<file path="config.mk">
export PLATFORM = sky130hd
export DESIGN_NAME = rvis_ctrl
export DESIGN_NICKNAME = d
export VERILOG_FILES = /design/src/rtl/core/rvis_pkg.sv /design/src/rtl/core/rvis_ctrl.sv
export SDC_FILE = /design/constraint.sdc
export NUM_CORES = 1
export LEC_CHECK = 0
export BUFFER_PORTS_ARGS = -buffer_cell sky130_fd_sc_hd__buf_2
export CORE_AREA = 5 5 42 44
export CTS_CLUSTER_DIAMETER = 150
export CTS_CLUSTER_SIZE = 12
export DETAILED_ROUTE_END_ITERATION = 6
export DIE_AREA = 0 0 47 49
export PLACE_DENSITY = 0.38
export RECOVER_POWER = 25
export SLEW_MARGIN = 40
export SYNTH_ARGS = -nofsm -noshare
export SYNTH_HDL_FRONTEND = slang
export SYNTH_SLANG_ARGS = --single-unit
</file>
<file path="constraint.sdc">
create_clock -name clock -period 1.55 [get_ports clock]
set_clock_uncertainty 0.1 [all_clocks]
set_input_delay 0.155 -clock clock [delete_from_list [all_inputs] [get_ports clock]]
set_output_delay 0.155 -clock clock [all_outputs]
set_load 0.03 [all_outputs]
</file>
<file path="src/rtl/core/rvis_pkg.sv">
// Shared types, codes and the integer ALU function for the RV32I step core.
// Depends on nothing.
`default_nettype none
package rvis_pkg;

   // Result status codes.
   localparam logic [2:0] ST_LOADED     = 3'd0;
   localparam logic [2:0] ST_CONTINUE   = 3'd1;
   localparam logic [2:0] ST_HALTED     = 3'd2;
   localparam logic [2:0] ST_UNKNOWN    = 3'd3;
   localparam logic [2:0] ST_MISALIGNED = 3'd4;
   localparam logic [2:0] ST_LIMIT      = 3'd5;

   // Major opcodes.
   localparam logic [6:0] OPC_LUI    = 7'h37;
   localparam logic [6:0] OPC_AUIPC  = 7'h17;
   localparam logic [6:0] OPC_JAL    = 7'h6f;
   localparam logic [6:0] OPC_JALR   = 7'h67;
   localparam logic [6:0] OPC_BRANCH = 7'h63;
   localparam logic [6:0] OPC_LOAD   = 7'h03;
   localparam logic [6:0] OPC_STORE  = 7'h23;
   localparam logic [6:0] OPC_IMM    = 7'h13;
   localparam logic [6:0] OPC_REG    = 7'h33;
   localparam logic [6:0] OPC_SYSTEM = 7'h73;

   // ALU function codes.
   localparam logic [2:0] F3_ADD  = 3'd0;
   localparam logic [2:0] F3_SLL  = 3'd1;
   localparam logic [2:0] F3_SLT  = 3'd2;
   localparam logic [2:0] F3_SLTU = 3'd3;
   localparam logic [2:0] F3_XOR  = 3'd4;
   localparam logic [2:0] F3_SR   = 3'd5;
   localparam logic [2:0] F3_OR   = 3'd6;
   localparam logic [2:0] F3_AND  = 3'd7;

   // Branch conditions.
   localparam logic [2:0] F3_BEQ  = 3'd0;
   localparam logic [2:0] F3_BNE  = 3'd1;
   localparam logic [2:0] F3_BLT  = 3'd4;
   localparam logic [2:0] F3_BGE  = 3'd5;
   localparam logic [2:0] F3_BLTU = 3'd6;
   localparam logic [2:0] F3_BGEU = 3'd7;

   // Load and store widths.
   localparam logic [2:0] F3_B  = 3'd0;
   localparam logic [2:0] F3_H  = 3'd1;
   localparam logic [2:0] F3_W  = 3'd2;
   localparam logic [2:0] F3_BU = 3'd4;
   localparam logic [2:0] F3_HU = 3'd5;

   // Privileged group of the system opcode.
   localparam logic [2:0] F3_PRIV = 3'd0;

   // Configuration register indexes.
   localparam logic CSR_START_ADDRESS = 1'b0;
   localparam logic CSR_STEP_LIMIT    = 1'b1;

   localparam logic [31:0] STEP_LIMIT_RESET = 32'd1000000;

   // Commands from the controller to the datapath.
   typedef struct packed {
      logic clear_wr;
      logic accept;
      logic decode;
      logic execute;
      logic mem_done;
      logic commit;
   } cmd_type;

   // Status from the datapath to the controller.
   typedef struct packed {
      logic clear_last;
      logic early_stop;
      logic need_mem;
      logic out_free;
   } stat_type;

   // Integer ALU shared by register and immediate operations.
   function automatic logic [31:0] alu_calc(input logic [2:0] f3, input logic alt,
                                           input logic [31:0] a, input logic [31:0] b);
      logic [31:0] r;
      unique case (f3)
         F3_ADD:  r = alt ? (a - b) : (a + b);
         F3_SLL:  r = a << b[4:0];
         F3_SLT:  r = {31'd0, $signed(a) < $signed(b)};
         F3_SLTU: r = {31'd0, a < b};
         F3_XOR:  r = a ^ b;
         F3_SR:   r = alt ? 32'($signed(a) >>> b[4:0]) : (a >> b[4:0]);
         F3_OR:   r = a | b;
         F3_AND:  r = a & b;
         default: r = a & b;
      endcase
      return r;
   endfunction

endpackage
`default_nettype wire

</file>
<file path="src/rtl/core/rvis_ctrl.sv">
// Sequencing state machine of the RV32I step core.
// Depends on rvis_pkg; drives the datapath rvis_dp through cmd_type.
`default_nettype none
module rvis_ctrl
   import rvis_pkg::*;
(
   input  wire logic     clock,
   input  wire logic     reset,
   input  wire logic     req_valid,
   input  wire logic     req_action,
   output logic          req_ready,
   input  wire stat_type stat,
   output cmd_type       cmd
);

   localparam logic [2:0] S_CLEAR = 3'd0;
   localparam logic [2:0] S_IDLE  = 3'd1;
   localparam logic [2:0] S_DEC   = 3'd2;
   localparam logic [2:0] S_EXE   = 3'd3;
   localparam logic [2:0] S_MEM   = 3'd4;
   localparam logic [2:0] S_FIN   = 3'd5;

   logic [2:0] state_ff, state_in;

   // Next state and commands.
   always_comb begin
      state_in = state_ff;
      cmd      = '0;
      unique case (state_ff)
         S_CLEAR: begin
            cmd.clear_wr = 1'b1;
            if (stat.clear_last) state_in = S_IDLE;
         end
         S_IDLE: begin
            if (req_valid) begin
               cmd.accept = 1'b1;
               state_in   = req_action ? S_DEC : S_FIN;
            end
         end
         S_DEC: begin
            cmd.decode = 1'b1;
            state_in   = stat.early_stop ? S_FIN : S_EXE;
         end
         S_EXE: begin
            cmd.execute = 1'b1;
            state_in    = stat.need_mem ? S_MEM : S_FIN;
         end
         S_MEM: begin
            cmd.mem_done = 1'b1;
            state_in     = S_FIN;
         end
         S_FIN: begin
            if (stat.out_free) begin
               cmd.commit = 1'b1;
               state_in   = S_IDLE;
            end
         end
         default: state_in = S_IDLE;
      endcase
   end

   assign req_ready = (state_ff == S_IDLE);

   always_ff @(posedge clock) begin
      if (reset) state_ff <= S_CLEAR;
      else       state_ff <= state_in;
   end

endmodule
`default_nettype wire

</file>
# After elaboration in Yosys (flattened, before gate mapping)
# Cells that the tools add are included.
[classes]
mux = 15
reduce_logical = 2
n_eq_ne = 8
[ops]
columns = ["cell", "n"]
rows = [
  ["$pmux 3 s6", 1],
  ["$mux 3", 5],
  ["$mux 1", 9],
  ["$eq 3x2->1 const B", 2],
  ["$eq 3x3->1 const B", 2],
  ["$ne 2x2->1 const B", 3],
  ["$eq 3x1->1 const B", 1],
  ["$logic_not 3->1", 1],
  ["$reduce_and 3->1", 1],
]
[word_totals]
register_bits = 3
elab_cells = 26
output_inout_bits = 7
in_bits = 8

# Longest topological paths before layout
# Gate-level depths: netlist of run 1.
[logic_depth]
word_depth = 3
ltp_mapped = 4

# Worst setup path before layout of run 1
# OpenSTA, ideal clock, no wires.
[synth_timing]
path_type = "reg2out"
from = "reg state_ff[0]"
to = "out cmd[3] (netlist name)"
required_ns = 1.295
path_stages_with_launch = 3
n_path_buf = 1
t_arrival_ns = 1.221
setup_slack_ns = 0.074
path_cell_list = "dfxtp_1 > buf_4 > nor3b_1"
[synth_lines]
columns = ["element", "line", "source"]
rows = [
  ["start: declaration", "rvis_ctrl.sv:23", "logic [2:0] state_ff, state_in;"],
  ["start signal: assignment", "rvis_ctrl.sv:66", "else state_ff <= state_in;"],
  ["end: declaration", "rvis_ctrl.sv:13", "output cmd_type cmd"],
]

==> results.yml, run 1 <==
status:
  status: "completed"
global_route:
  gr-usage-met2_pct: 9.28
  grt_pass1_vias: 261
  top_usage_layer: "met2"
  grtUsageTotal_pct: 6.40
  grt_pass1_wl_um: 1010
  grt_max_degree: 16
  grt.met1_usage_pct: 5.91
  grt-ovfl-total: 0
  antenna_found_initial: 0
  use_met3_pct: 2.95
critical_path:
  reg2reg_slack_ns: 0.25
  crit_start: "state_ff[0]"
  end_kind: "output port"
  critPathRequiredTime_ns: 1.29
  reg2regPathDepth: 3
  critPathArrivalTime_ns: 1.20
  endpoint: "cmd[0]"
  r2r_start: "state_ff[0]"
  cp_max_fo: 15
  critPathKind: "flop to output port"
  r2r-end: "state_ff[2]"
  critPathLaunchType: "flop"
layout:
  final_area_um2: 332
  postLayoutCoreUtil_pct: 23.7
  top_regs: "state_ff: 3 flops"
  fin_cells: 62
  top_register: "state_ff"
  layout_common_cells: "buf_2 (13), nor2_1 (4), a21oi_1 (3), clkbuf_4 (3), dfxtp_1 (3)"
  mostFrequentLayoutCell: "buf_2"
  nets: 55
  area_growth_pct: 41.7
  fill_cells: 168
  largest_reg_flops: 3
  diodes: 0
  drive_above_1_share_pct: 41.3
clock_tree:
  clock-sinks: 3
  cts-root-buf: "clkbuf_4"
  clockBufferDepth: 2
  cts_buffers: 3
  cts_max_level: 1
  cts_tree: "done"
  clk_latency_ns: 0.23
  cts_setup_buffers: 0
  cts_resized: 0
  clkTransAtPathRegs_ns: 0.04
  cts_hold_buf: 0
timing:
  setup_viol: 0
  drv_slew: 0
  rsz0062_at_grt: "false"
  min_period_ns: 1.45
  fin_ws_ns: 0.0981
  hold_violations: 0
  timing.final.crit_share_pct: 93.7
  tightest_slew_ns: 0.403
  worst_hold_slack_ns: 0.0206
  maxSlewHeadroom_pct: 73.1
  tns_ns: 0
  max_freq_mhz: 689
die:
  coreArea_um2: 1400
  initial_core_util_pct: 16.7
  boundaryPins: 15
  rows: 14
  die_w_um: 47
  dieHeight_um: 49
  die_area_um2: 2300
logic_synthesis:
  synth_area_um2: 234
  synth.avg_cell_area_um2: 7.80
  synthCells: 30
  synth-seq-area-share_pct: 25.7
  yosysWarnings: 0
  synth-seq-cells: 3
  syn_nets: 38
  synth_cell_types: 22
routing:
  drc: 0
  wire_per_inst_um: 9.94
  drtIter0Drc: 5
  via_per_inst: 4.15
  routed_wl_um: 616
  ant_nets: 0
  drtPass1Iterations: 2
  vias: 257
place:
  dp_hpwl_um: 484
  place_congestion: 0.610
  place_ws_ns: 0.237
  portBuffers: 14
  place_area_um2: 305
  place_inst: 58
pwr:
  vdd_drop_max_v: 0.000186
  fin_total_pwr_uw: 286
  leakage_nw: 0.160
  powerDensity_nw_per_um2: 862
run:
  maxCapViolCount: 0
min_path:
  min_path_type: "input pin to flop"
## Yosys cell counts
library cell	instances	area share, %
a211oi_1	1	3.2
a21oi_1	3	6.4
and2_1	1	2.7
and3_1	1	2.7
and3b_1	1	3.7
and4b_1	1	4.3
buf_4	1	3.2
buf_6	1	4.8
dfxtp_1	3	26
inv_1	1	1.6
nand2_1	2	3.2
nand2b_4	1	5.9
nand3_1	1	2.1
nand3b_1	1	3.2
nor2_1	4	6.4
nor3_1	1	2.1
nor3b_1	1	3.2
o21a_1	1	3.2
o21ai_0	1	2.1
o21ai_2	1	3.7
or3_1	1	2.7
or3b_1	1	3.7
## critical path, cell delays in order (launching register included)
cell and delay [ns]:
dfxtp_1 0.55, nand2_1 0.12, nor2_1 0.10, buf_2 0.20
## report_power, final
part	internal, mW	total [mW]	switching [mW]
Sequential	0.0812	0.0913	0.0102
Combinational	0.0223	0.0556	0.0333
Clock	0.0966	0.139	0.0422
## cells by family after synthesis
kind of cell,after synthesis,share of synthesized area (%)
AOI/OAI and AO/OA,7,18.7
and+or+nand+nor,17,46.0
DFF,3,25.7
buffers and inverters,3,9.62
## worst min path at each step
stage                      from     endpoint  slack, ns  depth (start not counted)
after global routing      reset  state_ff[0]       0.02                          2
after floorplan           reset  state_ff[0]       0.13                          1
after global placement    reset  state_ff[0]       0.26                          2
after CTS                 reset  state_ff[0]       0.01                          2
after detailed placement  reset  state_ff[0]       0.27                          2
final                     reset  state_ff[0]       0.02                          2
## final cells by class
type	count	area (um2)	area share, %
repair buffers	14	70.1	21.1
multi-input cells	24	151	45.7
well taps	16	20.0	6.04
flip-flops and latches	3	60.1	18.1
clock buffers	4	26.3	7.92
inverters	1	3.75	1.13
## routing by layer
layer / vias up / share of wire [%]
li1: 137 / -
met1: 111 / 45
met2: 9 / 48
met3: 0 / 6.2
met4: 0 / 0
met5: - / 0
(Power assumes the default switching activity.)
==> run 2: changes to the inputs <==
--- a/config.mk
+++ b/config.mk
@@ -12,7 +12,7 @@
 export DETAILED_ROUTE_END_ITERATION = 6
 export DIE_AREA = 0 0 47 49
 export PLACE_DENSITY = 0.38
-export RECOVER_POWER = 25
+export RECOVER_POWER = 50
 export SLEW_MARGIN = 40
 export SYNTH_ARGS = -nofsm -noshare
 export SYNTH_HDL_FRONTEND = slang
==> run 2 against run 1 <==
Against the previous run: via count up 0.39%; worst setup slack about the same; combinational power down 2%; critical path depth unchanged; register-to-register slack about the same; cell count unchanged; design area down 1.1%; global-route usage unchanged; core utilization down 0.27 points; fmax about the same; critical path type unchanged; critical endpoint unchanged; largest power group unchanged; highest routed layer unchanged.
==> results.yml, run 2 (synthesis gave the netlist of run 1 again) <==
critical_path:
  cp_slowest_cell: "dfxtp_1"
  max_stage_delay_ns: 0.55
  critPathLaunchType: "flop"
  worstPathCellList: "nand2_1 > nor2_1 > buf_2"
  critPathRequiredTime_ns: 1.29
  critPathArrivalTime_ns: 1.20
  critPathKind: "flop to output port"
  cp_max_fo: 15
  end_kind: "output port"
timing:
  drv_slew: 0
  rsz0062_at_grt: "false"
  max_freq_mhz: 689
  hold_violations: 0
  setup_viol: 0
  tns_ns: 0
  maxSlewHeadroom_pct: 73.1
  min_period_ns: 1.45
  tightest_slew_ns: 0.403
  timing.final.crit_share_pct: 93.6
  worst_hold_slack_ns: 0.0190
  fin_ws_ns: 0.0986
global_route:
  grt_pass1_vias: 261
  grt-ovfl-total: 0
  grt_pass1_wl_um: 1010
  grt_max_degree: 16
  grtUsageTotal_pct: 6.40
  antenna_found_initial: 0
die:
  die_area_um2: 2300
  boundaryPins: 15
  dieHeight_um: 49
  coreArea_um2: 1400
  die_w_um: 47
  initial_core_util_pct: 16.7
  rows: 14
clock_tree:
  clk_latency_ns: 0.23
  cts_setup_buffers: 0
  cts_max_level: 1
  clkTransAtPathRegs_ns: 0.04
  cts-root-buf: "clkbuf_4"
  cts_buffers: 3
  cts_resized: 0
  clock-sinks: 3
  cts_tree: "done"
  clockBufferDepth: 2
  cts_hold_buf: 0
layout:
  mostFrequentLayoutCell: "buf_2"
  top_register: "state_ff"
  nets: 55
  layout_common_cells: "buf_2 (13), nor2_1 (4), a21oi_1 (3), clkbuf_4 (3), dfxtp_1 (3)"
  area_growth_pct: 40.1
  drive_above_1_share_pct: 39.1
  diodes: 0
  fill_cells: 170
  multi_input_area_um2: 148
  top_regs: "state_ff: 3 flops"
  final-seq-area_um2: 60.1
  largest_reg_flops: 3
routing:
  wire_per_inst_um: 9.92
  drtPass1Iterations: 1
  routed_wl_um: 615
  drc: 0
  ant_nets: 0
  via_per_inst: 4.16
  drtIter0Drc: 0
  vias: 258
place:
  place_congestion: 0.610
  place_ws_ns: 0.237
  dp_hpwl_um: 484
  portBuffers: 14
pwr:
  leakage_nw: 0.158
  powerDensity_nw_per_um2: 867
  vdd_drop_max_v: 0.000185
  fin_total_pwr_uw: 284
min_path:
  min_path_type: "input pin to flop"
status:
  status: "completed"
run:
  maxCapViolCount: 0
[run 2: changes by cell type in the layout (fill, tap and decap cells not counted)]
cell / previous run / this run
o21ai_0: 1 / 2
o21ai_2: 1 / 0
[run 2: metal layers]
| layer | track usage (%) | vias up | part of all wire (%) |
|---|---|---|---|
| li1 | - | 137 | - |
| met1 | 5.91 | 112 | 45 |
| met2 | 9.28 | 9 | 48 |
| met3 | 2.95 | 0 | 6.2 |
| met4 | 6.91 | 0 | 0 |
| met5 | 0 | - | 0 |
[run 2: path summary, 6_finish.rpt]
check / slack [ns] / end / start / cells past startpoint
worst max-delay path: 0.1 / cmd[0] / state_ff[0] / 3
worst min-delay path: 0.02 / state_ff[0] / reset / 2
worst max register to register: 0.24 / state_ff[2] / state_ff[0] / 3
worst min register to register: 0.47 / state_ff[1] / state_ff[1] / 2
[run 2: metrics by stage]
step / cells / area [um2] / utilization [%]
2_1_floorplan: 30 / 234 / -
3_3_place_gp: 58 / 305 / 21.8
4_1_cts: 62 / 332 / 23.7
3_5_place_dp: 58 / 305 / 21.8
6_report: 62 / 328 / 23.4
5_1_grt: 62 / 328 / 23.4
[run 2: power breakdown]
part           switching (mW)  total [mW]  internal (mW)
sequential             0.0102      0.0913         0.0812
clock                  0.0419       0.138         0.0966
combinational          0.0325      0.0545         0.0221
total                  0.0846       0.284          0.200
[run 2: area by class of cell]
cell class,count,share of cell area (%)
sequential,3,18.3
inverter,1,1.15
timing repair buffer,14,21.4
clock buffer,4,8.02
multi-input combinational,24,45.0
tap,16,6.11
[run 2: worst max-delay path: cells and delay by family, from the launching register on]
family / cells / cell delay [ns]
buf+inv: 1 / 0.20
simple gates: 2 / 0.22
flops: 1 / 0.55
==> run 3: changes to the inputs <==
--- a/config.mk
+++ b/config.mk
@@ -11,9 +11,8 @@
 export CTS_CLUSTER_SIZE = 12
 export DETAILED_ROUTE_END_ITERATION = 6
 export DIE_AREA = 0 0 47 49
-export PLACE_DENSITY = 0.38
+export PLACE_DENSITY = 0.39
 export RECOVER_POWER = 50
-export SLEW_MARGIN = 40
 export SYNTH_ARGS = -nofsm -noshare
 export SYNTH_HDL_FRONTEND = slang
 export SYNTH_SLANG_ARGS = --single-unit
==> constraint.sdc (replaced) <==
create_clock -name clock -period 1.19 [get_ports clock]
set_clock_uncertainty 0.1 [all_clocks]
set_input_delay 0.119 -clock clock [delete_from_list [all_inputs] [get_ports clock]]
set_output_delay 0.119 -clock clock [all_outputs]
set_load 0.03 [all_outputs]
==> run 3 against run 2 <==
Against the previous run: the flow now finishes with violations (setup timing); clock power rose by 34%; register-to-register slack worse by 0.22 ns; non-clock buffer count up 7; core utilization up 9.6 points; sequential share of layout area fell by 3.4 points; largest cell class unchanged; highest routed layer unchanged.
==> results.yml, run 3 (synthesis gave the netlist of run 1 again) <==
layout:
  layout_common_cells: "buf_2 (7), buf_4 (7), buf_6 (6)"
  largest_reg_flops: 3
  drive_above_1_share_pct: 64.2
  nets: 62
  fill_cells: 162
  top_register: "state_ff"
  final_area_um2: 462
  area_growth_pct: 97.3
  multi_input_area_um2: 178
  postLayoutCoreUtil_pct: 32.9
  diodes: 0
  final-seq-area_um2: 68.8
  top_regs: "state_ff: 3 flops"
routing:
  drtPass1Iterations: 2
  ant_nets: 0
  vias: 291
  routed_wl_um: 752
  drc: 0
  drtIter0Drc: 2
  via_per_inst: 4.22
  wire_per_inst_um: 10.9
timing:
  tightest_slew_ns: 0.185
  hold_violations: 0
  max_freq_mhz: 799
  drv_slew: 0
  worst_hold_slack_ns: 0.0544
  timing.final.crit_share_pct: 105
  min_period_ns: 1.25
  fin_ws_ns: -0.0621
  rsz0062_at_grt: "true"
  setup_viol: 6
  maxSlewHeadroom_pct: 87.6
die:
  initial_core_util_pct: 16.7
  dieHeight_um: 49
  die_area_um2: 2300
  rows: 14
  coreArea_um2: 1400
  die_w_um: 47
  boundaryPins: 15
critical_path:
  critPathRequiredTime_ns: 0.97
  critPathLaunchType: "flop"
  critPathKind: "flop to output port"
  critPathArrivalTime_ns: 1.03
  max_stage_delay_ns: 0.37
  worst-path-buf-inv: 1
  cp_max_fo: 7
  crit_family: "flip-flops"
  end_kind: "output port"
  cp_slowest_cell: "dfxtp_4"
  worstPathCellList: "nor2_4 > and3_1 > buf_6"
global_route:
  grt_max_degree: 8
  grt-ovfl-total: 0
  grt_pass1_vias: 283
  antenna_found_initial: 0
  grtUsageTotal_pct: 7.61
  grt_pass1_wl_um: 1200
place:
  dp_hpwl_um: 548
  place_ws_ns: 0.0221
  place_congestion: 0.746
  portBuffers: 14
  place_area_um2: 345
pwr:
  vdd_drop_max_v: 0.000237
  powerDensity_nw_per_um2: 912
  fin_total_pwr_uw: 421
  leakage_nw: 0.212
clock_tree:
  clockBufferDepth: 2
  clk_latency_ns: 0.23
  cts_tree: "done"
  cts_buffers: 3
  clock-sinks: 3
  cts_max_level: 1
  clkTransAtPathRegs_ns: 0.04
  cts-root-buf: "clkbuf_4"
min_path:
  min_path_type: "input pin to flop"
status:
  violations: "setup timing"
  status: "complete, but fails checks"
run:
  maxCapViolCount: 0
[run 3: cell type report]
class | count | area share [%]
Tap cell | 16 | 4.34
Timing Repair Buffer | 21 | 35.8
Clock buffer | 4 | 5.69
Inverter | 1 | 0.813
Sequential cell | 3 | 14.9
Multi-Input combinational cell | 24 | 38.5
[run 3: worst min-delay path, stage by stage]
cell	delay (ns)
buf_2	0.09
nor2_1	0.03
nand2_1	0.05
a21oi_1	0.05
[run 3: power by group]
group	leakage (nW)	internal [mW]	total, mW	switching (mW)
logic	0.171	0.0641	0.125	0.0606
clock network	0.0150	0.126	0.185	0.0592
registers	0.0263	0.103	0.111	0.00793
[run 3: stage by stage]
step	std cells	setup TNS, ns
final	69	-0.255
after global routing	69	-0.589
after CTS	69	-0.382
after detailed placement	62	0
after global placement	62	-0.0196
after floorplan	30	0
[run 3: timing repair]
item	CTS	global route
endpoints found under the setup margin	7	8
setup buffers	2	0
gates resized for setup	19	4
hold endpoints to repair	1	0
gates cloned	0	0
pin swaps	2	2
hold buffers	1	0
[run 3: final timing paths]
path | slack, ns | startpoint | cells after the start | end
hold / removal | 0.05 | stat[2] | 4 | state_ff[1]
setup / recovery | -0.06 | state_ff[1] | 3 | cmd[4]
setup reg to reg | 0.02 | state_ff[0] | 5 | state_ff[2]
hold reg to reg | 0.55 | state_ff[2] | 2 | state_ff[1]
[run 3: routing by layer]
| layer | wire, um | vias up | track usage, % |
|---|---|---|---|
| li1 | - | 152 | - |
| met3 | 43 | 0 | 2.58 |
| met2 | 381 | 9 | 9.73 |
| met4 | 0 | 0 | 6.91 |
| met5 | 0 | - | 0 |
| met1 | 326 | 130 | 9.45 |
